<file path="src/rtl/lhff_pkg.sv">
`default_nettype none
// ----------------------------------------------------------------------------
// lhff_pkg: shared types and constants of the lexicon hash frequency filter
// Holds the mode codes, the lookup transaction type carried down the cell
// chain and the sdbm hash step.
// ----------------------------------------------------------------------------
package lhff_pkg;

	localparam int unsigned HASH_W  = 64;
	localparam int unsigned FREQ_W  = 31;
	localparam int unsigned CHAR_W  = 8;
	localparam int unsigned RATIO_W = 8;
	localparam int unsigned PROD_W  = FREQ_W + RATIO_W;

	localparam logic [RATIO_W-1:0] RATIO_RESET = 8'd5;
	localparam logic [FREQ_W-1:0]  FREQ_CLOSE  = 31'd1;

	// sdbm shift amounts
	localparam int unsigned SH_LO = 6;
	localparam int unsigned SH_HI = 16;

	typedef enum logic [1:0] {
		MODE_LEX     = 2'd0,
		MODE_CORRECT = 2'd1,
		MODE_ERROR   = 2'd2,
		MODE_NONE    = 2'd3
	} mode_t;

	// lookup transaction travelling along the chain of table cells
	typedef struct packed {
		logic              valid;
		logic [HASH_W-1:0] chash;
		logic [HASH_W-1:0] ehash;
		logic [FREQ_W-1:0] cfreq;
		logic [FREQ_W-1:0] efreq;
	} tok_t;

	// one sdbm step; a zero byte leaves the hash unchanged
	function automatic logic [HASH_W-1:0] hash_step(input logic [HASH_W-1:0] h,
			input logic [CHAR_W-1:0] c);
		logic [HASH_W-1:0] cext;
		begin
			cext = {{(HASH_W-CHAR_W){c[CHAR_W-1]}}, c};
			if (c == '0) begin
				hash_step = h;
			end else begin
				hash_step = cext + (h << SH_LO) + (h << SH_HI) - h;
			end
		end
	endfunction

endpackage
`default_nettype wire

</file>
<file path="src/rtl/lhff_if.sv">
`default_nettype none


interface lhff_out_if;
	logic        valid;
	logic        ready;
	logic        keep_pair;
	logic [30:0] correct_freq;
	logic [30:0] error_freq;

	modport source(output valid, output keep_pair, output correct_freq,
		output error_freq, input ready);
	modport sink(input valid, input keep_pair, input correct_freq,
		input error_freq, output ready);
endinterface
`default_nettype wire

</file>
<file path="src/rtl/lhff_judge.sv">
`default_nettype none
// ----------------------------------------------------------------------------
// lhff_judge: ratio check and result register
// Scales the error frequency by the ratio, decides keep or reject and holds
// the pair result until it is taken.
// ----------------------------------------------------------------------------
module lhff_judge
	import lhff_pkg::*;
(
	input  wire logic               clk,
	input  wire logic               arst_n,
	input  wire logic [RATIO_W-1:0] ratio,
	input  wire tok_t               tok_in,
	output logic                    adv,
	lhff_out_if.source              pair_out
);

	logic [PROD_W-1:0] prod;
	logic              reject;
	logic              valid_q;
	logic              keep_q;
	logic [FREQ_W-1:0] cfreq_q;
	logic [FREQ_W-1:0] efreq_q;

	// the chain moves whenever the result register is free or being emptied
	assign adv = !valid_q || pair_out.ready;

	// reject when the error word is too frequent against a known correct word
	assign prod   = PROD_W'(tok_in.efreq) * PROD_W'(ratio);
	assign reject = (prod > PROD_W'(tok_in.cfreq)) && (tok_in.cfreq != '0);

	always_ff @(posedge clk or negedge arst_n) begin
		if (!arst_n) begin
			valid_q <= 1'b0;
		end else if (adv) begin
			valid_q <= tok_in.valid;
		end
	end

	always_ff @(posedge clk) begin
		if (adv) begin
			keep_q  <= !reject;
			cfreq_q <= tok_in.cfreq;
			efreq_q <= tok_in.efreq;
		end
	end

	assign pair_out.valid        = valid_q;
	assign pair_out.keep_pair    = keep_q;
	assign pair_out.correct_freq = cfreq_q;
	assign pair_out.error_freq   = efreq_q;

endmodule
`default_nettype wire
</file>
<file path="src/flat_wrapper.sv">
// flat-port wrapper written by rule: the top's interface ports become plain ports
module lhff_judge_flat import lhff_pkg::*;
  (clk, arst_n, ratio, tok_in, adv, pair_out_valid, pair_out_keep_pair, pair_out_correct_freq, pair_out_error_freq, pair_out_ready);
  lhff_out_if pair_out_i ();
  input  wire logic clk;
  input  wire logic arst_n;
  input  wire logic [RATIO_W-1:0] ratio;
  input  wire tok_t tok_in;
  output logic adv;
  output wire logic [$bits(pair_out_i.valid)-1:0] pair_out_valid;
  output wire logic [$bits(pair_out_i.keep_pair)-1:0] pair_out_keep_pair;
  output wire logic [$bits(pair_out_i.correct_freq)-1:0] pair_out_correct_freq;
  output wire logic [$bits(pair_out_i.error_freq)-1:0] pair_out_error_freq;
  input wire logic [$bits(pair_out_i.ready)-1:0] pair_out_ready;
  assign pair_out_valid = pair_out_i.valid;
  assign pair_out_keep_pair = pair_out_i.keep_pair;
  assign pair_out_correct_freq = pair_out_i.correct_freq;
  assign pair_out_error_freq = pair_out_i.error_freq;
  assign pair_out_i.ready = pair_out_ready;
  lhff_judge u_core (.clk(clk), .arst_n(arst_n), .ratio(ratio), .tok_in(tok_in), .adv(adv), .pair_out(pair_out_i));
endmodule
</file>
<file path="config.mk">
export PLATFORM = sky130hd
export DESIGN_NAME = lhff_judge_flat
export DESIGN_NICKNAME = d
export VERILOG_FILES = /design/src/rtl/lhff_pkg.sv /design/src/rtl/lhff_if.sv /design/src/rtl/lhff_judge.sv /design/src/flat_wrapper.sv
export SDC_FILE = /design/constraint.sdc
export NUM_CORES = 1
export LEC_CHECK = 0
export BUFFER_PORTS_ARGS = -buffer_cell sky130_fd_sc_hd__buf_2
export CORE_MARGIN = 5
export CORE_UTILIZATION = 40
export CTS_BUF_LIST = sky130_fd_sc_hd__clkbuf_4 sky130_fd_sc_hd__clkbuf_8 sky130_fd_sc_hd__clkbuf_16
export DETAILED_ROUTE_END_ITERATION = 8
export PLACE_DENSITY = 0.63
export SLEW_MARGIN = 20
export SYNTH_ARGS = -nofsm -noshare
export SYNTH_HDL_FRONTEND = slang
export SYNTH_SLANG_ARGS = --single-unit
</file>
<file path="constraint.sdc">
create_clock -name clk -period 5.6 [get_ports clk]
set_input_delay 0.56 -clock clk [delete_from_list [all_inputs] [get_ports clk]]
set_output_delay 0.56 -clock clk [all_outputs]
set_load 0.02 [all_outputs]
</file>
# Word-level counts from Yosys, hierarchy flattened
# Index checks and enable logic that the tools add are counted.
[totals]
regBits = 64
romBits = 0
memories = 0
in_bits = 202
ramBits = 0
latch_bits = 0
word_cells = 11
[classes]
div_mod_pow = 0
bitwise_logic = 0
mux = 0
eq_ne = 0
magnitude_cmp = 1
n_reduce_logical = 5
n_shift = 0
add_sub_neg = 0
mul = 1
[ops]
columns = ["operator", "n"]
rows = [
  ["greater-than comparator 39 x 31 -> 1 bit", 1],
  ["multiplier 31 x 8 -> 39 bit", 1],
  ["nonzero test 31 bit", 1],
  ["logical NOT 1 bit", 2],
  ["logical AND 1 bit", 1],
  ["logical OR 1 bit", 1],
]

# Depth between registers and ports, before layout
[logic_depth]
depth_word = 4
depth_mapped = 30
depth_no_buf = 29

# Least setup slack after synthesis
# Ideal clock, no wire load.
[synth_path]
kind = "input port to flip-flop"
startpoint = "input ratio[5]"
endpoint = "register u_core.keep_q (netlist: u_core.pair_out.keep_pair), data pin"
t_required_ps = 5468
cell_stages = 28
slack_ps = -993
n_path_buf = 1
setup_time_ps = 132
arrival_ps = 6461
cell_sequence = "clkbuf_1 -> nand2_1 -> fa_1 -> fa_1 -> inv_1 -> fa_1 -> inv_1 -> fa_1 -> inv_1 -> ha_1 -> a21oi_1 -> o21ai_0 -> o21ai_0 -> nand2_1 -> nand3_1 -> nand2_1 -> a41oi_1 -> o221ai_1 -> xor2_1 -> ha_1 -> a211oi_1 -> nor2_1 -> o31ai_1 -> o2111a_1 -> nand2_1 -> a31oi_1 -> nor4b_1 -> a41o_1"
[synth_between]
elab_chain_len = 4
[synth_lines]
columns = ["item", "line", "source"]
rows = [
  ["from (decl)", "flat_wrapper.sv:7", "input wire logic [RATIO_W-1:0] ratio;"],
  ["multiplier 31 x 8 -> 39 bit", "lhff_judge.sv:29", "assign prod = PROD_W'(tok_in.efreq) * PROD_W'(ratio);"],
  ["greater-than comparator 39 x 31 -> 1 bit", "lhff_judge.sv:30", "assign reject = (prod > PROD_W'(tok_in.cfreq)) && (tok_in.cfreq != '0);"],
  ["logical AND 1 bit", "lhff_judge.sv:30", ""],
  ["logical NOT 1 bit", "lhff_judge.sv:42", "keep_q <= !reject;"],
  ["to (signal assigned)", "lhff_judge.sv:42", ""],
  ["to (decl)", "lhff_judge.sv:21", "logic keep_q;"],
]
# Every way passes these cells.
# A chain may end at the register's enable or synchronous reset.

# Final worst setup path
[layout_path]
startpoint = "input ratio[7]"
endpoint = "register u_core.keep_q (netlist: u_core.pair_out.keep_pair), data pin"
# The elaborated chain is that of the path after synthesis.

==> impl_results.md <==
- Largest net degree at the start of global routing: 66
- Initial antenna violation count: 0
- Post-synth top flop: edfxtp_1
- Slew Limit Fails: 0
- Final setup violating endpoints: 1
- Reg clk slew, reported paths: 0.07 ns
- I/O Buffers: 138
- Detailed placement HPWL: 23.0 mm
- Grt total ovfl: 0
- Min Tclk post-route: 5.95 ns
- Post-route cell area: 13500 µm²
- Vias in the first global route: 9536
- Largest family of logic cells by synthesized area: adder cells
- PD cells: 548 nW/µm²
- CTS tree: done
- Clock Path Buffers: 2
- Post-DP Area: 13000 µm²
- Area leader, netlist: fa_1
- Fin. Hold Viols: 0
- Total GRT Usage: 0.190
- Sequential cell area fraction in the yosys report: 0.180
- Max VDD drop: 0.310 mV
- Setup TNS after final layout: -0.346 ns
- Most common cell after layout, fill and taps aside: inv_1
- Critical path type: input port to flop
- Critical path fanouts, max: 10
- CORE AREA: 26100 µm²
- Leak pwr: 6.75 nW
- FF+latch count, synth: 64
- Detailed Routing Iterations Pass 1: 5
- Initial DRC count: 393
- Area share of fa/ha/maj cells after synthesis: 0.434
- Top post-synthesis cells by area: fa_1 (33%), edfxtp_1 (18%), and2_1 (11%), ha_1 (11%), inv_1 (7.0%)
- Slew HR: 0.364
- Clock Skew: 0.0118 ns
- Cell variety after synth: 55
- Synth Area in Compound Gates: 0.0821
- Async set or reset register ratio after synthesis: 0.0156
- Cell Area, Synth: 10600 µm²
- Synth warnings: 0
- Layout area overhead: 27.3%
- WP data arrival: 6.16 ns
- Critical Path Start Type: input port
- CP endpoint kind: flop
- Unrepaired setup endpoints after global routing: true
- Status: finished with violations
- Clock Latency Late Sink: 0.35 ns
- Post-synthesis area per instance: 9.60 µm²
- Worst hold path class: input port to flop
- Fillers: 2437
- Post-Route WL: 27.7 mm
- Worst-margin pin slew: 0.954 ns
- XOR/XNOR Fraction of Synth Area: 0.0239
- Post-route ant nets: 0
- Max Fclk: 168 MHz
- Critical Path RT: 5.82 ns
- Root Buffer: clkbuf_16
- Most frequent cells in the layout: inv_1 (194), and2_1 (176), buf_4 (174), fa_1 (173), buf_2 (131)
- ANT cells: 0
- Syn Inst Count: 1106
- Synth Area in Simple Gates: 0.195
- Die Area: 29900 µm²
- I/O pins: 267
- Num CTS Buffers: 9
- Layout cells sized above 1: 0.272
- Post-Syn Nets: 1572
- WL/cell: 16.0 µm
- Starting Density: 0.406
- Violated checks: negative setup slack
- Total of max-cap violations: 0
- Post-synthesis mux area share: 0.00200
- CTS sink cnt: 64
- Row count: 59
- Final nets: 1863
- Chip height: 173 µm
- Setup ws final: -0.346 ns
- # DRC: 0
- Post-synth EDFFs: 63
- Hold Slack: 0.394 ns
- Die X: 173 µm
- Drt via density: 4.98
- H-Tree Depth: 3
- Global-route wire length before repair: 47.0 mm
- Via count: 8643
- Post-synth top area share: 0.328
- Final clock period utilization by the worst path: 1.06
- GP Congestion: 0.865
## stage by stage
step	utilization	instances	power, W	worst slack [ns]
floorplan	-	1106	0.00450	-0.333
global placement	0.499	1714	0.00651	-0.873
detailed placement	0.499	1714	0.00659	-0.993
CTS	0.515	1736	0.00735	-0.350
global route	0.518	1737	0.00827	-0.637
finish	0.518	1737	0.00741	-0.346
## logic make-up (layout without fill, tap and decap cells)
family | after synthesis | after routing
and+or+nand+nor | 385 | 385
AOI/OAI and AO/OA | 131 | 131
muxes | 2 | 2
buffers and inverters | 231 | 527
adders and majority gates | 264 | 264
xor gates and xnor gates | 29 | 29
DFF | 64 | 64
## per-layer routing
| layer | vias to the layer above | track usage | part of all wire |
|---|---|---|---|
| met5 | - | 0 | 0 |
| met4 | 0 | 0.0412 | 0.016 |
| met3 | 37 | 0.0286 | 0.039 |
| met2 | 178 | 0.351 | 0.53 |
| met1 | 4313 | 0.237 | 0.42 |
| li1 | 4115 | - | - |
## area by class of cell
class	count	area, µm²	area share
Multi-Input combinational cell	811	8060	0.596
Timing Repair Buffer	313	2100	0.155
Sequential cell	64	1920	0.142
Inverter	198	743	0.0550
Tap cell	335	419	0.0310
Clock buffer	12	260	0.0192
Clock inverter	4	28.8	0.00213
## path summary, 6_finish.rpt
path	start	end	slack (ns)	depth (start not counted)
min in group asynchronous	arst_n	u_core.pair_out.valid	0.51	2
max reg2reg	u_core.pair_out.valid	u_core.pair_out.error_freq[27]	4.08	1
max	ratio[7]	u_core.pair_out.keep_pair	-0.35	28
min reg2reg	u_core.pair_out.valid	u_core.pair_out.valid	1.16	2
min	tok_in[190]	u_core.pair_out.valid	0.39	2
max in group asynchronous	arst_n	u_core.pair_out.valid	5.01	2
## synthesized netlist by cell type (all sizes together) (9+ instances only)
master,number
nand3,13
nor2,32
inv,198
xor2,11
nand4,15
nor4,9
edfxtp,63
o21ai,25
and2,182
nor3,10
ha,90
fa,174
clkbuf,31
xnor2,18
nand2,105
a21oi,48
a21o,12
## state kept, by name (all words and copies together), names as in the netlist
register	count
u_core.pair_out.valid	1
u_core.pair_out.correct_freq	31
u_core.pair_out.keep_pair	1
u_core.pair_out.error_freq	31
## critical path, cell delays in order
cell      delay [ns]
buf_4           0.14
buf_12          0.15
and2_4          0.14
fa_1            0.56
fa_1            0.44
fa_1            0.51
inv_1           0.05
fa_1            0.49
inv_2           0.05
ha_4            0.29
nand3_2         0.08
nor3_4          0.20
o21ai_2         0.11
nand2_2         0.08
nand3_2         0.07
nand2_2         0.07
a41oi_2         0.13
o221ai_2        0.19
xor2_1          0.20
ha_1            0.28
a211oi_2        0.23
nor2_1          0.08
o31ai_2         0.22
o2111a_1        0.22
nand2_1         0.05
a31oi_1         0.15
nor4b_4         0.21
a41o_1          0.18
## power breakdown
part	internal, W	total [W]	switching (W)
Combinational	0.00308	0.00625	0.00317
Sequential	0.000568	0.000576	0.00000784
Clock	0.000330	0.000578	0.000248
Total	0.00398	0.00741	0.00343
## repair_timing
item                                   4_1_cts  5_1_grt
hold buffers                                 1        0
gates resized for setup                     16       12
setup buffers                                4        1
endpoints found under the hold margin        1        0
setup endpoints to repair                    1        1
cloned                                       1        0
pin swaps                                   12        7
Note: power is estimated with default switching activity, not from simulation.
