==> src/rtl/lhff_pkg.sv <==
`default_nettype none
// ----------------------------------------------------------------------------
// lhff_pkg: shared types and constants of the lexicon hash frequency filter
// Holds the mode codes, the lookup transaction type carried down the cell
// chain and the sdbm hash step.
// ----------------------------------------------------------------------------
package lhff_pkg;

	localparam int unsigned HASH_W  = 64;
	localparam int unsigned FREQ_W  = 31;
	localparam int unsigned CHAR_W  = 8;
	localparam int unsigned RATIO_W = 8;
	localparam int unsigned PROD_W  = FREQ_W + RATIO_W;

	localparam logic [RATIO_W-1:0] RATIO_RESET = 8'd5;
	localparam logic [FREQ_W-1:0]  FREQ_CLOSE  = 31'd1;

	// sdbm shift amounts
	localparam int unsigned SH_LO = 6;
	localparam int unsigned SH_HI = 16;

	typedef enum logic [1:0] {
		MODE_LEX     = 2'd0,
		MODE_CORRECT = 2'd1,
		MODE_ERROR   = 2'd2,
		MODE_NONE    = 2'd3
	} mode_t;

	// lookup transaction travelling along the chain of table cells
	typedef struct packed {
		logic              valid;
		logic [HASH_W-1:0] chash;
		logic [HASH_W-1:0] ehash;
		logic [FREQ_W-1:0] cfreq;
		logic [FREQ_W-1:0] efreq;
	} tok_t;

	// one sdbm step; a zero byte leaves the hash unchanged
	function automatic logic [HASH_W-1:0] hash_step(input logic [HASH_W-1:0] h,
			input logic [CHAR_W-1:0] c);
		logic [HASH_W-1:0] cext;
		begin
			cext = {{(HASH_W-CHAR_W){c[CHAR_W-1]}}, c};
			if (c == '0) begin
				hash_step = h;
			end else begin
				hash_step = cext + (h << SH_LO) + (h << SH_HI) - h;
			end
		end
	endfunction

endpackage
`default_nettype wire

==> src/rtl/lhff_cell.sv <==
`default_nettype none
// ----------------------------------------------------------------------------
// lhff_cell: one table entry of the lexicon and one chain stage
// Stores a hash and frequency written once, and matches the passing lookup
// transaction against them; a later cell overrides an earlier match.
// ----------------------------------------------------------------------------
module lhff_cell
	import lhff_pkg::*;
#(
	parameter int unsigned IDXW = 8,
	parameter int unsigned CNTW = 9
) (
	input  wire logic              clk,
	input  wire logic              arst_n,
	input  wire logic              adv,
	input  wire logic [IDXW-1:0]   idx,
	input  wire logic              load_we,
	input  wire logic [CNTW-1:0]   load_cnt,
	input  wire logic [HASH_W-1:0] load_hash,
	input  wire logic [FREQ_W-1:0] load_freq,
	input  wire tok_t              tok_in,
	input  wire logic [CNTW-1:0]   snap_in,
	output tok_t                   tok_out,
	output logic [CNTW-1:0]        snap_out
);

	logic [HASH_W-1:0] hash_q;
	logic [FREQ_W-1:0] freq_q;
	logic              filled;
	logic              hit_c;
	logic              hit_e;
	tok_t              tok_d;
	tok_t              tok_q;
	logic              valid_q;
	logic [CNTW-1:0]   snap_q;

	// entry storage, written when the fill count points here
	always_ff @(posedge clk) begin
		if (load_we && (load_cnt == CNTW'(idx))) begin
			hash_q <= load_hash;
			freq_q <= load_freq;
		end
	end

	// only entries filled before the lookup started take part
	assign filled = (CNTW'(idx) < snap_in);
	assign hit_c  = filled && (hash_q == tok_in.chash);
	assign hit_e  = filled && (hash_q == tok_in.ehash);

	always_comb begin
		tok_d = tok_in;
		if (hit_c) begin
			tok_d.cfreq = freq_q;
		end
		if (hit_e) begin
			tok_d.efreq = freq_q;
		end
	end

	// chain stage register
	always_ff @(posedge clk or negedge arst_n) begin
		if (!arst_n) begin
			valid_q <= 1'b0;
		end else if (adv) begin
			valid_q <= tok_d.valid;
		end
	end

	always_ff @(posedge clk) begin
		if (adv) begin
			tok_q  <= tok_d;
			snap_q <= snap_in;
		end
	end

	// valid flag comes from the reset register
	always_comb begin
		tok_out       = tok_q;
		tok_out.valid = valid_q;
	end
	assign snap_out = snap_q;

endmodule
`default_nettype wire

==> config.mk <==
export PLATFORM = sky130hd
export DESIGN_NAME = lhff_cell
export DESIGN_NICKNAME = d
export VERILOG_FILES = /design/src/rtl/lhff_pkg.sv /design/src/rtl/lhff_cell.sv
export SDC_FILE = /design/constraint.sdc
export NUM_CORES = 1
export LEC_CHECK = 0
export BUFFER_PORTS_ARGS = -buffer_cell sky130_fd_sc_hd__buf_2
export CORE_AREA = 2 2 202 204
export CTS_BUF_LIST = sky130_fd_sc_hd__clkbuf_8
export DETAILED_ROUTE_END_ITERATION = 12
export DIE_AREA = 0 0 204 206
export PLACE_DENSITY = 0.56
export SKIP_LAST_GASP = 1
export SLEW_MARGIN = 20
export SYNTH_ARGS = -nofsm -noshare
export SYNTH_HDL_FRONTEND = slang
export SYNTH_SLANG_ARGS = --single-unit
==> constraint.sdc <==
create_clock -name clk -period 1.9 [get_ports clk]
set_input_delay 0.095 -clock clk [delete_from_list [all_inputs] [get_ports clk]]
set_output_delay 0.095 -clock clk [all_outputs]
set_load 0.02 [all_outputs]
* After elaboration in Yosys (flattened, before gate mapping)
Cells that the tools add are included.
W data, S select, Z words.
** Word-level totals
- Bits of input ports :: 316
- Output and inout bits :: 200
- Bits in registers :: 295
- Logic and storage cells :: 17
** Cells by class
- Equal/unequal tests :: 3
- Muxes and demuxes :: 2
- Magnitude comparators :: 1
- Reduce and logical (&&, ||, !) cells :: 3
** Operators by type and width (count)
- $eq A64 B64 Y1 :: 2
- $mux W31 :: 2
- $eq A9 B8 Y1 :: 1
- $lt A8 B9 Y1 :: 1
- $logic_and A1 B1 Y1 :: 3

* Longest topological paths before layout
Gate-level depths: netlist of run 1.
- Depth after elaboration :: 3
- Gate-level depth with buffers :: 9
- Depth with buffers taken out :: 8

* Worst setup path before layout of run 1
OpenSTA, ideal clock, no wires.
- Kind :: input-to-reg
- From :: in load_cnt[7]
- To :: reg freq_q[0], enable pin
- Path buffers :: 0
- Library setup time :: 0.816 ns
- Arrival time :: 10.325 ns
- Stages on the path :: 4
- Required time :: 1.084 ns
- Path slack :: -9.241 ns
- Path through :: xor2_1 -> nor4_1 -> nand4_1 -> nor4b_1
** On the way
- Longest elaborated chain between the ends :: 2
** RTL lines
- from (decl) :: RTL line lhff_cell.sv:18 : input wire logic [CNTW-1:0] load_cnt,
- $eq A9 B8 Y1 :: RTL line lhff_cell.sv:39 : if (load_we && (load_cnt == CNTW'(idx))) begin
- $logic_and A1 B1 Y1 :: RTL line lhff_cell.sv:39
- to (signal assigned) :: RTL line lhff_cell.sv:41 : freq_q <= load_freq;
- to (decl) :: RTL line lhff_cell.sv:28 : logic [FREQ_W-1:0] freq_q;
Every way passes these cells.
A chain may end at the register's enable or synchronous reset.

==> flow_summary.yaml, run 1 <==
status:
  outcome: "finished, violations left"
  violations: "setup timing"
finish:
  area_growth_pct: 69.7
  fin_cells: 2093
  fin_nets: 1848
  final_area_um2: 19500
  final_core_util_pct: 48.5
  num-fill-cells: 3472
  layout-drive-gt1-share_pct: 48.0
sta:
  setup_viol: 62
  period_share_pct: 135
  finalMaxSlewViolations: 0
  hold_viol_final: 0
  worstMarginPinSlew_ps: 363
  setup_slack_ps: -673
  period_needed_ps: 2570
  slew_headroom_pct: 75.2
  clock.fmax_mhz: 389
  rsz0062_at_grt: "true"
  whs_ps: 69.5
  skew_ps: 21.5
cts:
  clk_root_buffer_cell: "clkbuf_8"
  cts-htree-levels: 2
  path_clk_slew_ps: 60
  clockBufferDepth: 3
  cts_made_buffers: 50
  clk_latency_ps: 610
  clock-sinks: 295
  cts_tree: "built"
critical_path:
  worstPathArrival_ps: 2920
  r2r_cells: 8
  slowest_stage: "edfxtp_1"
  cp_cell_sequence: "xor2_1 -> nor4_1 -> buf_4 -> nand4_1 -> nor4_4 -> nand2_2 -> buf_12 -> mux2_4"
  worstSetupPathType: "reg2reg"
  end_kind: "flip-flop"
  cp-start-kind: "flip-flop"
  cp.required_ps: 2250
  timing.rr.end: "tok_out[29]$_DFFE_PP_"
  r2r_slack_ps: -670
  cp_max_fo: 25
  max_stage_delay_ps: 430
  timing.rr.start: "hash_q[49]$_DFFE_PP_"
yosys:
  yosysSeqAreaShare_pct: 77.2
  synthFlopType: "edfxtp_1"
  synth_top_area_cell: "edfxtp_1"
  synth_top_area_share_pct: 76.9
  synth_cell_types: 24
  synth_common_cells: "edfxtp_1, xor2_1, mux2_4"
  ys_ff_latch: 295
  syn_avg_cell_area_um2: 20.0
  ys_async_sr_fraction_pct: 0.339
  netlist_instances: 573
  synth_area_leaders: "edfxtp_1, xor2_1, mux2_4, mux2_2, nor4_1"
  yosysMostFrequentCell: "edfxtp_1"
  synth_edf_count: 294
  ys_warn_count: 0
  synth_fp_nets: 896
  synth_area_um2: 11500
drt:
  drc_errors: 0
  dr.pass1.iters: 4
  num_vias: 8851
  dr_wl_met2_um: 19900
  m1WireLength_um: 15300
  wl_met3_um: 3530
  drt_wl_total_um: 39900
  dr.first_iter.drc_count: 342
  wl_per_cell_um: 19.0
  top_layer: "met5"
  via_per_inst: 4.23
  drtAntennaViolNets: 0
placement:
  gp_congestion: 0.797
  place_ws_ps: -1340
  placed_cells: 1704
  dpl_cell_area_um2: 15400
  portBuffers: 515
  dp.final_hpwl_um: 28200
grt:
  grt_antenna_before_repair: 4
  grt_overflow: 0
  grt_max_degree: 58
  grt_pass1_vias: 9569
  grtUsageTotal_pct: 18.1
  grt_pass1_wl_um: 55700
run:
  drv_cap: 0
die:
  io_pins: 516
  fp-row-count: 74
  dieArea_um2: 42000
  die_w_um: 204
  start_util_pct: 28.6
  fp.dieH_um: 206
  core_area_um2: 40200
worst_hold_path:
  hold_end: "hash_q[2]$_DFFE_PP_"
  whs_path_depth: 3
  min_path_type: "in2reg"
  hold_start: "load_we"
power_and_ir_drop:
  ir_drop_mv: 0.714
  powerDensity_nw_per_um2: 773
  power_leakage_nw: 8.37
area by class of cell:
| cell class | count | area [µm²] | area share, % |
|---|---|---|---|
| clock inverters | 35 | 174 | 0.893 |
| inverters | 8 | 30.0 | 0.154 |
| diodes | 2 | 5.00 | 0.0257 |
| multi-input cells | 263 | 2660 | 13.7 |
| well taps | 532 | 666 | 3.42 |
| repair buffers | 907 | 6380 | 32.8 |
| clock buffers | 51 | 702 | 3.60 |
| flip-flops and latches | 295 | 8850 | 45.5 |
kinds of logic (layout without fill, tap and decap cells):
family / count (synthesis) / in the layout / share of synthesized area [%]
xor gates and xnor gates: 136 / 136 / 10.4
buffers and inverters: 15 / 1001 / 0.916
muxes: 63 / 63 / 7.56
and+or+nand+nor: 50 / 50 / 2.82
DFF: 295 / 295 / 77.2
other: 0 / 2 / 0
AOI/OAI and AO/OA: 7 / 7 / 0.403
adders and majority gates: 7 / 7 / 0.763
worst max-delay path by stage:
stage	startpoint	end	slack [ps]	cells after the start
floorplan	load_cnt[7]	freq_q[0]$_DFFE_PP_	-2290	4
global placement	hash_q[25]$_DFFE_PP_	tok_out[24]$_DFFE_PP_	-1380	7
detailed placement	hash_q[25]$_DFFE_PP_	tok_out[14]$_DFFE_PP_	-1340	7
CTS	hash_q[25]$_DFFE_PP_	tok_out[23]$_DFFE_PP_	-820	7
global route	hash_q[46]$_DFFE_PP_	tok_out[29]$_DFFE_PP_	-860	8
finish	hash_q[49]$_DFFE_PP_	tok_out[29]$_DFFE_PP_	-670	8
state kept, by name (all words and copies together) (netlist names):
signal / cells
snap_out: 9
hash_q: 64
tok_out: 190
valid_q: 1
freq_q: 31
layout by cell type (no fill, tap or decap):
master	Yosys	routed
a2111oi_0	1	1
a21o_1	1	1
a21oi_1	2	2
buf_12	0	8
buf_2	0	514
buf_4	1	84
buf_6	6	1
bufinv_16	0	1
clkbuf_8	0	52
clkinv_1	0	8
clkinv_2	0	4
clkinvlp_4	0	1
dfrtp_1	1	1
diode_2	0	2
dlygate4sd3_1	0	299
edfxtp_1	294	294
ha_1	7	7
inv_1	8	28
inv_8	0	1
mux2_2	21	21
mux2_4	42	42
nand2_1	1	1
nand2_2	2	2
nand2b_1	1	1
nand3_1	1	1
nand4_1	9	9
nor4_1	33	19
nor4_2	2	11
nor4_4	0	5
nor4b_4	0	1
o211ai_1	1	1
o21a_1	1	1
o21ai_0	1	1
xnor2_1	3	3
xor2_1	133	133
through the flow:
stage | setup TNS (ps) | total power, mW
detailed placement | -86330 | 9.51
CTS | -47020 | 15.2
global placement | -86420 | 9.50
finish | -39650 | 15.1
floorplan | -226570 | 8.47
global route | -51260 | 15.7
critical path: cells and delay by family (launching register included):
kind / cells / cell delay (ps)
buf+inv: 2 / 390
mux: 1 / 320
simple gates: 4 / 990
xor+xnor: 1 / 190
flops: 1 / 430
layer usage:
| metal | up-vias | global-route usage [%] |
|---|---|---|
| li1 | 4121 | - |
| met1 | 4220 | 20.2 |
| met2 | 428 | 31.8 |
| met3 | 78 | 6.35 |
| met4 | 4 | 6.39 |
| met5 | - | 0 |
where the power goes:
group          leakage [nW]  internal, mW  switching, mW
Clock                 0.522          2.61           2.54
Sequential             2.81          7.56         0.0990
Combinational          5.04          1.10           1.15
Total                  8.37          11.3           3.79
timing repair:
action,4_1_cts,5_1_grt
pin swaps,3,3
resized for setup,15,5
cloned,0,0
hold endpoints to repair,321,0
buffers inserted,2,0
endpoints found under the setup margin,62,62
hold buffers,299,0
Power figures use the tool's default switching activity.
==> run 2: changes to the inputs <==
--- a/config.mk
+++ b/config.mk
@@ -6,11 +6,11 @@
 export NUM_CORES = 1
 export LEC_CHECK = 0
 export BUFFER_PORTS_ARGS = -buffer_cell sky130_fd_sc_hd__buf_2
-export CORE_AREA = 2 2 202 204
-export CTS_BUF_LIST = sky130_fd_sc_hd__clkbuf_8
+export CORE_AREA = 2 2 199 201
 export DETAILED_ROUTE_END_ITERATION = 12
-export DIE_AREA = 0 0 204 206
-export PLACE_DENSITY = 0.56
+export DIE_AREA = 0 0 201 203
+export MAX_ROUTING_LAYER = met4
+export PLACE_DENSITY = 0.58
 export SKIP_LAST_GASP = 1
 export SLEW_MARGIN = 20
 export SYNTH_ARGS = -nofsm -noshare
==> run 2 against run 1 <==
The flow still finishes with violations (setup timing). Sequential cell count unchanged. Worst hold slack improved by 22 ps. Critical endpoint is now tok_out[10]$_DFFE_PP_. Maximum frequency increased by 0.29%. Critical path type unchanged. Global-route usage increased by 1.4 points. Power increased by 3.6%. Sequential share of layout area decreased by 0.34 points. Utilization increased by 2.5 points. Die area decreased by 2.9%. Largest cell class unchanged. Critical path depth unchanged. Non-clock buffer count increased by 10.
==> flow_summary.yaml, run 2 (same netlist as run 1, synthesis figures left out) <==
status:
  outcome: "finished, violations left"
  violations: "setup timing"
sta:
  clock.fmax_mhz: 390
  finalMaxSlewViolations: 0
  setup_slack_ps: -665
  hold_viol_final: 0
  whs_ps: 91.2
  period_needed_ps: 2570
  skew_ps: 19.1
  period_share_pct: 135
  rsz0062_at_grt: "true"
  setup_viol: 62
  finalSetupTns_ps: -38600
  worstMarginPinSlew_ps: 509
  slew_headroom_pct: 66.1
critical_path:
  cp_cell_sequence: "xor2_1 -> nor4_1 -> buf_4 -> nand4_1 -> nor4_4 -> nand2_2 -> buf_12 -> mux2_4"
  cp.buffers_inverters: 2
  end_kind: "flip-flop"
  timing.rr.end: "tok_out[10]$_DFFE_PP_"
  slowest_stage: "edfxtp_1"
  worstPathArrival_ps: 2870
  r2r_cells: 8
  crit_family: "simple AND/OR/NAND/NOR gates"
  worstSetupPathType: "reg2reg"
  cp-start-kind: "flip-flop"
  r2r_slack_ps: -670
  cp_max_fo: 31
  cp.required_ps: 2200
  timing.rr.start: "hash_q[49]$_DFFE_PP_"
  max_stage_delay_ps: 410
finish:
  multi_input_comb_area_um2: 2630
  fin_nets: 1839
  final_common_cell: "buf_2"
  register_area_um2: 8850
  area_growth_pct: 71.0
  final_core_util_pct: 51.0
  fin_cells: 2067
  layout-drive-gt1-share_pct: 48.0
  num-fill-cells: 3200
  final_area_um2: 19600
  largest_register_ffs: 190
  final_cell_mix: "buf_2, dlygate4sd3_1, edfxtp_1"
drt:
  num_vias: 8879
  drt_wl_total_um: 39600
  dr.pass1.iters: 4
  dr.first_iter.drc_count: 295
  drtAntennaViolNets: 0
  via_per_inst: 4.30
  drc_errors: 0
  wl_per_cell_um: 19.2
cts:
  clk_root_buffer_cell: "clkbuf_16"
  cts_made_buffers: 31
  clockBufferDepth: 3
  cts_tree: "built"
  cts-htree-levels: 1
  clock-sinks: 295
  clk_latency_ps: 560
  path_clk_slew_ps: 60
die:
  fp.dieH_um: 203
  dieArea_um2: 40800
  start_util_pct: 29.8
  fp-row-count: 72
  io_pins: 516
  core_area_um2: 38500
  die_w_um: 201
power_and_ir_drop:
  powerDensity_nw_per_um2: 795
  finalPower_mw: 15.6
  power_leakage_nw: 8.36
  ir_drop_mv: 0.608
grt:
  grt_use_met3_pct: 4.19
  grt_pass1_vias: 9800
  grt_antenna_before_repair: 9
  grt-busiest-layer: "met2"
  grtUsageTotal_pct: 19.4
  met2_usage_pct: 35.8
  met1_usage_pct: 20.8
  grt_overflow: 0
  grt_max_degree: 46
  grt_pass1_wl_um: 57500
placement:
  dp.final_hpwl_um: 28400
  place_ws_ps: -1140
  gp_congestion: 0.803
  portBuffers: 515
  placed_cells: 1701
  dpl_cell_area_um2: 15600
run:
  drv_cap: 0
worst_hold_path:
  hold_end: "tok_out[64]$_DFFE_PP_"
  whs_path_depth: 1
  hold_start: "adv"
  min_path_type: "in2reg"
[run 2: cell types whose count changed in the layout (fill, tap and decap cells not counted), sizes merged]
cell	delta
clkinvlp	+1
inv	-21
bufinv	+1
buf	+11
diode	+8
clkinv	-1
clkbuf	-10
dlygate4sd3	-1
[run 2: what timing repair did]
item | in CTS | in global routing
gates resized for setup | 10 | 4
hold buffers | 298 | 0
endpoints found under the hold margin | 297 | 0
buffers inserted | 1 | 1
pin swaps | 7 | 7
setup endpoints to repair | 62 | 62
[run 2: cell type report]
class,instances,share of cell area (%)
clock inverters,15,0.625
inverters,8,0.153
repair buffers,917,33.1
diodes,10,0.128
flip-flops and latches,295,45.1
well taps,518,3.30
clock buffers,41,4.15
multi-input cells,263,13.4
[run 2: power by group]
part / total (mW) / switching [mW] / internal [mW]
clock: 5.69 / 2.44 / 3.26
sequential: 7.65 / 0.0990 / 7.55
combinational: 2.26 / 1.14 / 1.12
[run 2: worst reg2reg max path, cell delays in order (launching register included)]
cell and delay [ps]:
edfxtp_1 410, xor2_1 180, nor4_1 290, buf_4 160, nand4_1 230, nor4_4 370, nand2_2 100, buf_12 200
mux2_4 380
[run 2: worst max-delay path by stage]
stage	slack [ps]	cells after the start	endpoint	start
floorplan	-2290	4	freq_q[0]$_DFFE_PP_	load_cnt[7]
global placement	-1100	8	tok_out[17]$_DFFE_PP_	hash_q[1]$_DFFE_PP_
detailed placement	-1140	8	tok_out[13]$_DFFE_PP_	hash_q[34]$_DFFE_PP_
CTS	-730	9	tok_out[10]$_DFFE_PP_	hash_q[23]$_DFFE_PP_
global route	-840	8	tok_out[3]$_DFFE_PP_	hash_q[15]$_DFFE_PP_
finish	-670	8	tok_out[10]$_DFFE_PP_	hash_q[49]$_DFFE_PP_
[run 2: layer usage]
metal / share of wire, % / vias to the layer above
li1: - / 4130
met3: 7.1 / 61
met1: 37 / 4286
met5: 0 / -
met4: 2.6 / 0
met2: 53 / 402
==> run 3: changes to the inputs <==
--- a/config.mk
+++ b/config.mk
@@ -11,6 +11,7 @@
 export DIE_AREA = 0 0 201 203
 export MAX_ROUTING_LAYER = met4
 export PLACE_DENSITY = 0.58
+export REMOVE_ABC_BUFFERS = 1
 export SKIP_LAST_GASP = 1
 export SLEW_MARGIN = 20
 export SYNTH_ARGS = -nofsm -noshare
==> run 3 against run 2 <==
The flow still finishes with violations (setup timing). Cell area grew 0.38%. Utilization rose by 0.20 points. Critical path depth increased by 1. Worst setup slack improved by 27 ps. Combinational power is essentially flat. Via count decreased by 1.3%.
==> flow_summary.yaml, run 3 (same netlist as run 1, synthesis figures left out) <==
grt:
  grt_antenna_before_repair: 5
  grt_pass1_wl_um: 56300
  grt_pass1_vias: 9704
  grtUsageTotal_pct: 18.9
  grt_overflow: 0
  grt_max_degree: 63
drt:
  drt_wl_total_um: 38000
  num_vias: 8760
  dr.pass1.iters: 4
  wl_per_cell_um: 18.5
  drc_errors: 0
  via_per_inst: 4.27
  drtAntennaViolNets: 0
  dr.first_iter.drc_count: 425
finish:
  final_core_util_pct: 51.2
  fin_nets: 1831
  final_area_um2: 19700
  final_common_cell: "buf_2"
  layout-drive-gt1-share_pct: 48.4
  largest_register_ffs: 190
  num-fill-cells: 3240
  area_growth_pct: 71.6
  fin_cells: 2052
  final_cell_mix: "buf_2, dlygate4sd3_1, edfxtp_1"
power_and_ir_drop:
  p_sw_mw: 3.90
  power_leakage_nw: 8.38
  powerDensity_nw_per_um2: 852
  p_sw_share_pct: 23.2
  pwr-share-seq_pct: 45.5
  pwr-share-comb_pct: 13.4
  power_frac_clock_pct: 41.1
  p_int_mw: 12.9
  ir_drop_mv: 0.609
die:
  io_pins: 516
  fp-row-count: 72
  dieArea_um2: 40800
  core_area_um2: 38500
  die_w_um: 201
  fp.dieH_um: 203
  start_util_pct: 29.8
critical_path:
  cp.buffers_inverters: 3
  end_kind: "flip-flop"
  cp_max_fo: 31
  slowest_stage: "edfxtp_1"
  cp_common_cell: "buf_4"
  worstSetupPathType: "reg2reg"
  cp_cell_sequence: "xor2_1 -> nor4_2 -> buf_4 -> nand4_1 -> buf_4 -> nor4_4 -> nand2_2 -> buf_12 -> mux2_4"
  crit_family: "simple AND/OR/NAND/NOR gates"
  cp-start-kind: "flip-flop"
  max_stage_delay_ps: 410
  worstPathArrival_ps: 2810
  cp.required_ps: 2180
sta:
  setup_slack_ps: -639
  hold_viol_final: 0
  rsz0062_at_grt: "true"
  clock.fmax_mhz: 394
  period_share_pct: 134
  skew_ps: 14.8
  worstMarginPinSlew_ps: 407
  slew_headroom_pct: 72.1
  period_needed_ps: 2540
  finalMaxSlewViolations: 0
  setup_viol: 62
cts:
  clk_root_buffer_cell: "clkbuf_16"
  cts-htree-levels: 2
  clockBufferDepth: 3
  cts_made_buffers: 35
  clk_latency_ps: 530
  clock-sinks: 295
  cts_tree: "built"
  path_clk_slew_ps: 60
placement:
  placed_cells: 1689
  dpl_cell_area_um2: 15400
  place_ws_ps: -805
  dp.final_hpwl_um: 26900
  portBuffers: 515
  gp_congestion: 0.835
worst_hold_path:
  min_path_type: "in2reg"
run:
  drv_cap: 0
status:
  outcome: "finished, violations left"
  violations: "setup timing"
[run 3: changes by cell type in the layout (fill, tap and decap cells not counted), sizes merged]
cell | before | now
buf | 618 | 605
clkbuf | 42 | 39
dlygate4sd3 | 298 | 299
clkinvlp | 2 | 1
bufinv | 2 | 5
clkinv | 11 | 12
inv | 8 | 10
diode | 10 | 5
[run 3: what timing repair did]
item                       4_1_cts  5_1_grt
gates resized for setup          6        7
setup buffers                    0        1
pin swaps                        1        7
hold buffers                   299        0
setup endpoints to repair       62       62
hold endpoints to repair       324        0
[run 3: tightest hold or removal path, delay by kind of cell]
| kind | cells | cell delay [ps] |
|---|---|---|
| buffers and inverters | 2 | 250 |
| and+or+nand+nor | 1 | 150 |
[run 3: stage by stage]
step / setup TNS [ps] / power, mW / hold WS [ps]
2_1_floorplan: -908380 / 8.47 / -201
3_3_place_gp: -62700 / 9.49 / -130
3_5_place_dp: -63720 / 9.52 / -128
4_1_cts: -40140 / 17.0 / 100
5_1_grt: -44430 / 17.4 / 107
6_report: -36880 / 16.8 / 133
[run 3: worst paths after layout]
path                            slack [ps]  depth (start not counted)               endpoint            startpoint
max in group asynchronous             1380                          3    valid_q$_DFFE_PN0P_                arst_n
worst max-delay path                  -640                          9  tok_out[49]$_DFFE_PP_  hash_q[58]$_DFFE_PP_
min in group asynchronous              410                          3    valid_q$_DFFE_PN0P_                arst_n
worst min register to register         520                          1    valid_q$_DFFE_PN0P_   valid_q$_DFFE_PN0P_
worst min-delay path                   130                          3    hash_q[5]$_DFFE_PP_               load_we
worst max register to register        -640                          9  tok_out[49]$_DFFE_PP_  hash_q[58]$_DFFE_PP_
[run 3: cell type report]
class                           instances  area (µm²)  share of cell area, %
Sequential cell                       295        8850                   45.0
Timing Repair Buffer                  905        6370                   32.4
Multi-Input combinational cell        263        2610                   13.2
Clock buffer                           38         930                   4.72
Tap cell                              518         648                   3.29
Clock inverter                         20         239                   1.21
Inverter                                8        30.0                  0.152
Antenna cell                            5        12.5                 0.0635
[run 3: power by group through the flow]
stage | Combinational, mW | Clock, mW | Sequential, mW
global route | 2.38 | 7.33 | 7.68
floorplan | 0.224 | 0 | 8.24
detailed placement | 1.74 | 0 | 7.78
CTS | 2.24 | 7.11 | 7.64
global placement | 1.72 | 0 | 7.77
finish | 2.24 | 6.90 | 7.64
[run 3: per-layer routing]
metal  wire length [µm]  vias to the layer above  share of wire, %  track usage (%)
li1                   -                     4092                 -                -
met1              14800                     4280                39             21.1
met2              20000                      317                53             33.5
met3               1930                       71               5.1             4.04
met4               1210                        0               3.2             6.93
met5                  0                        -                 0                -
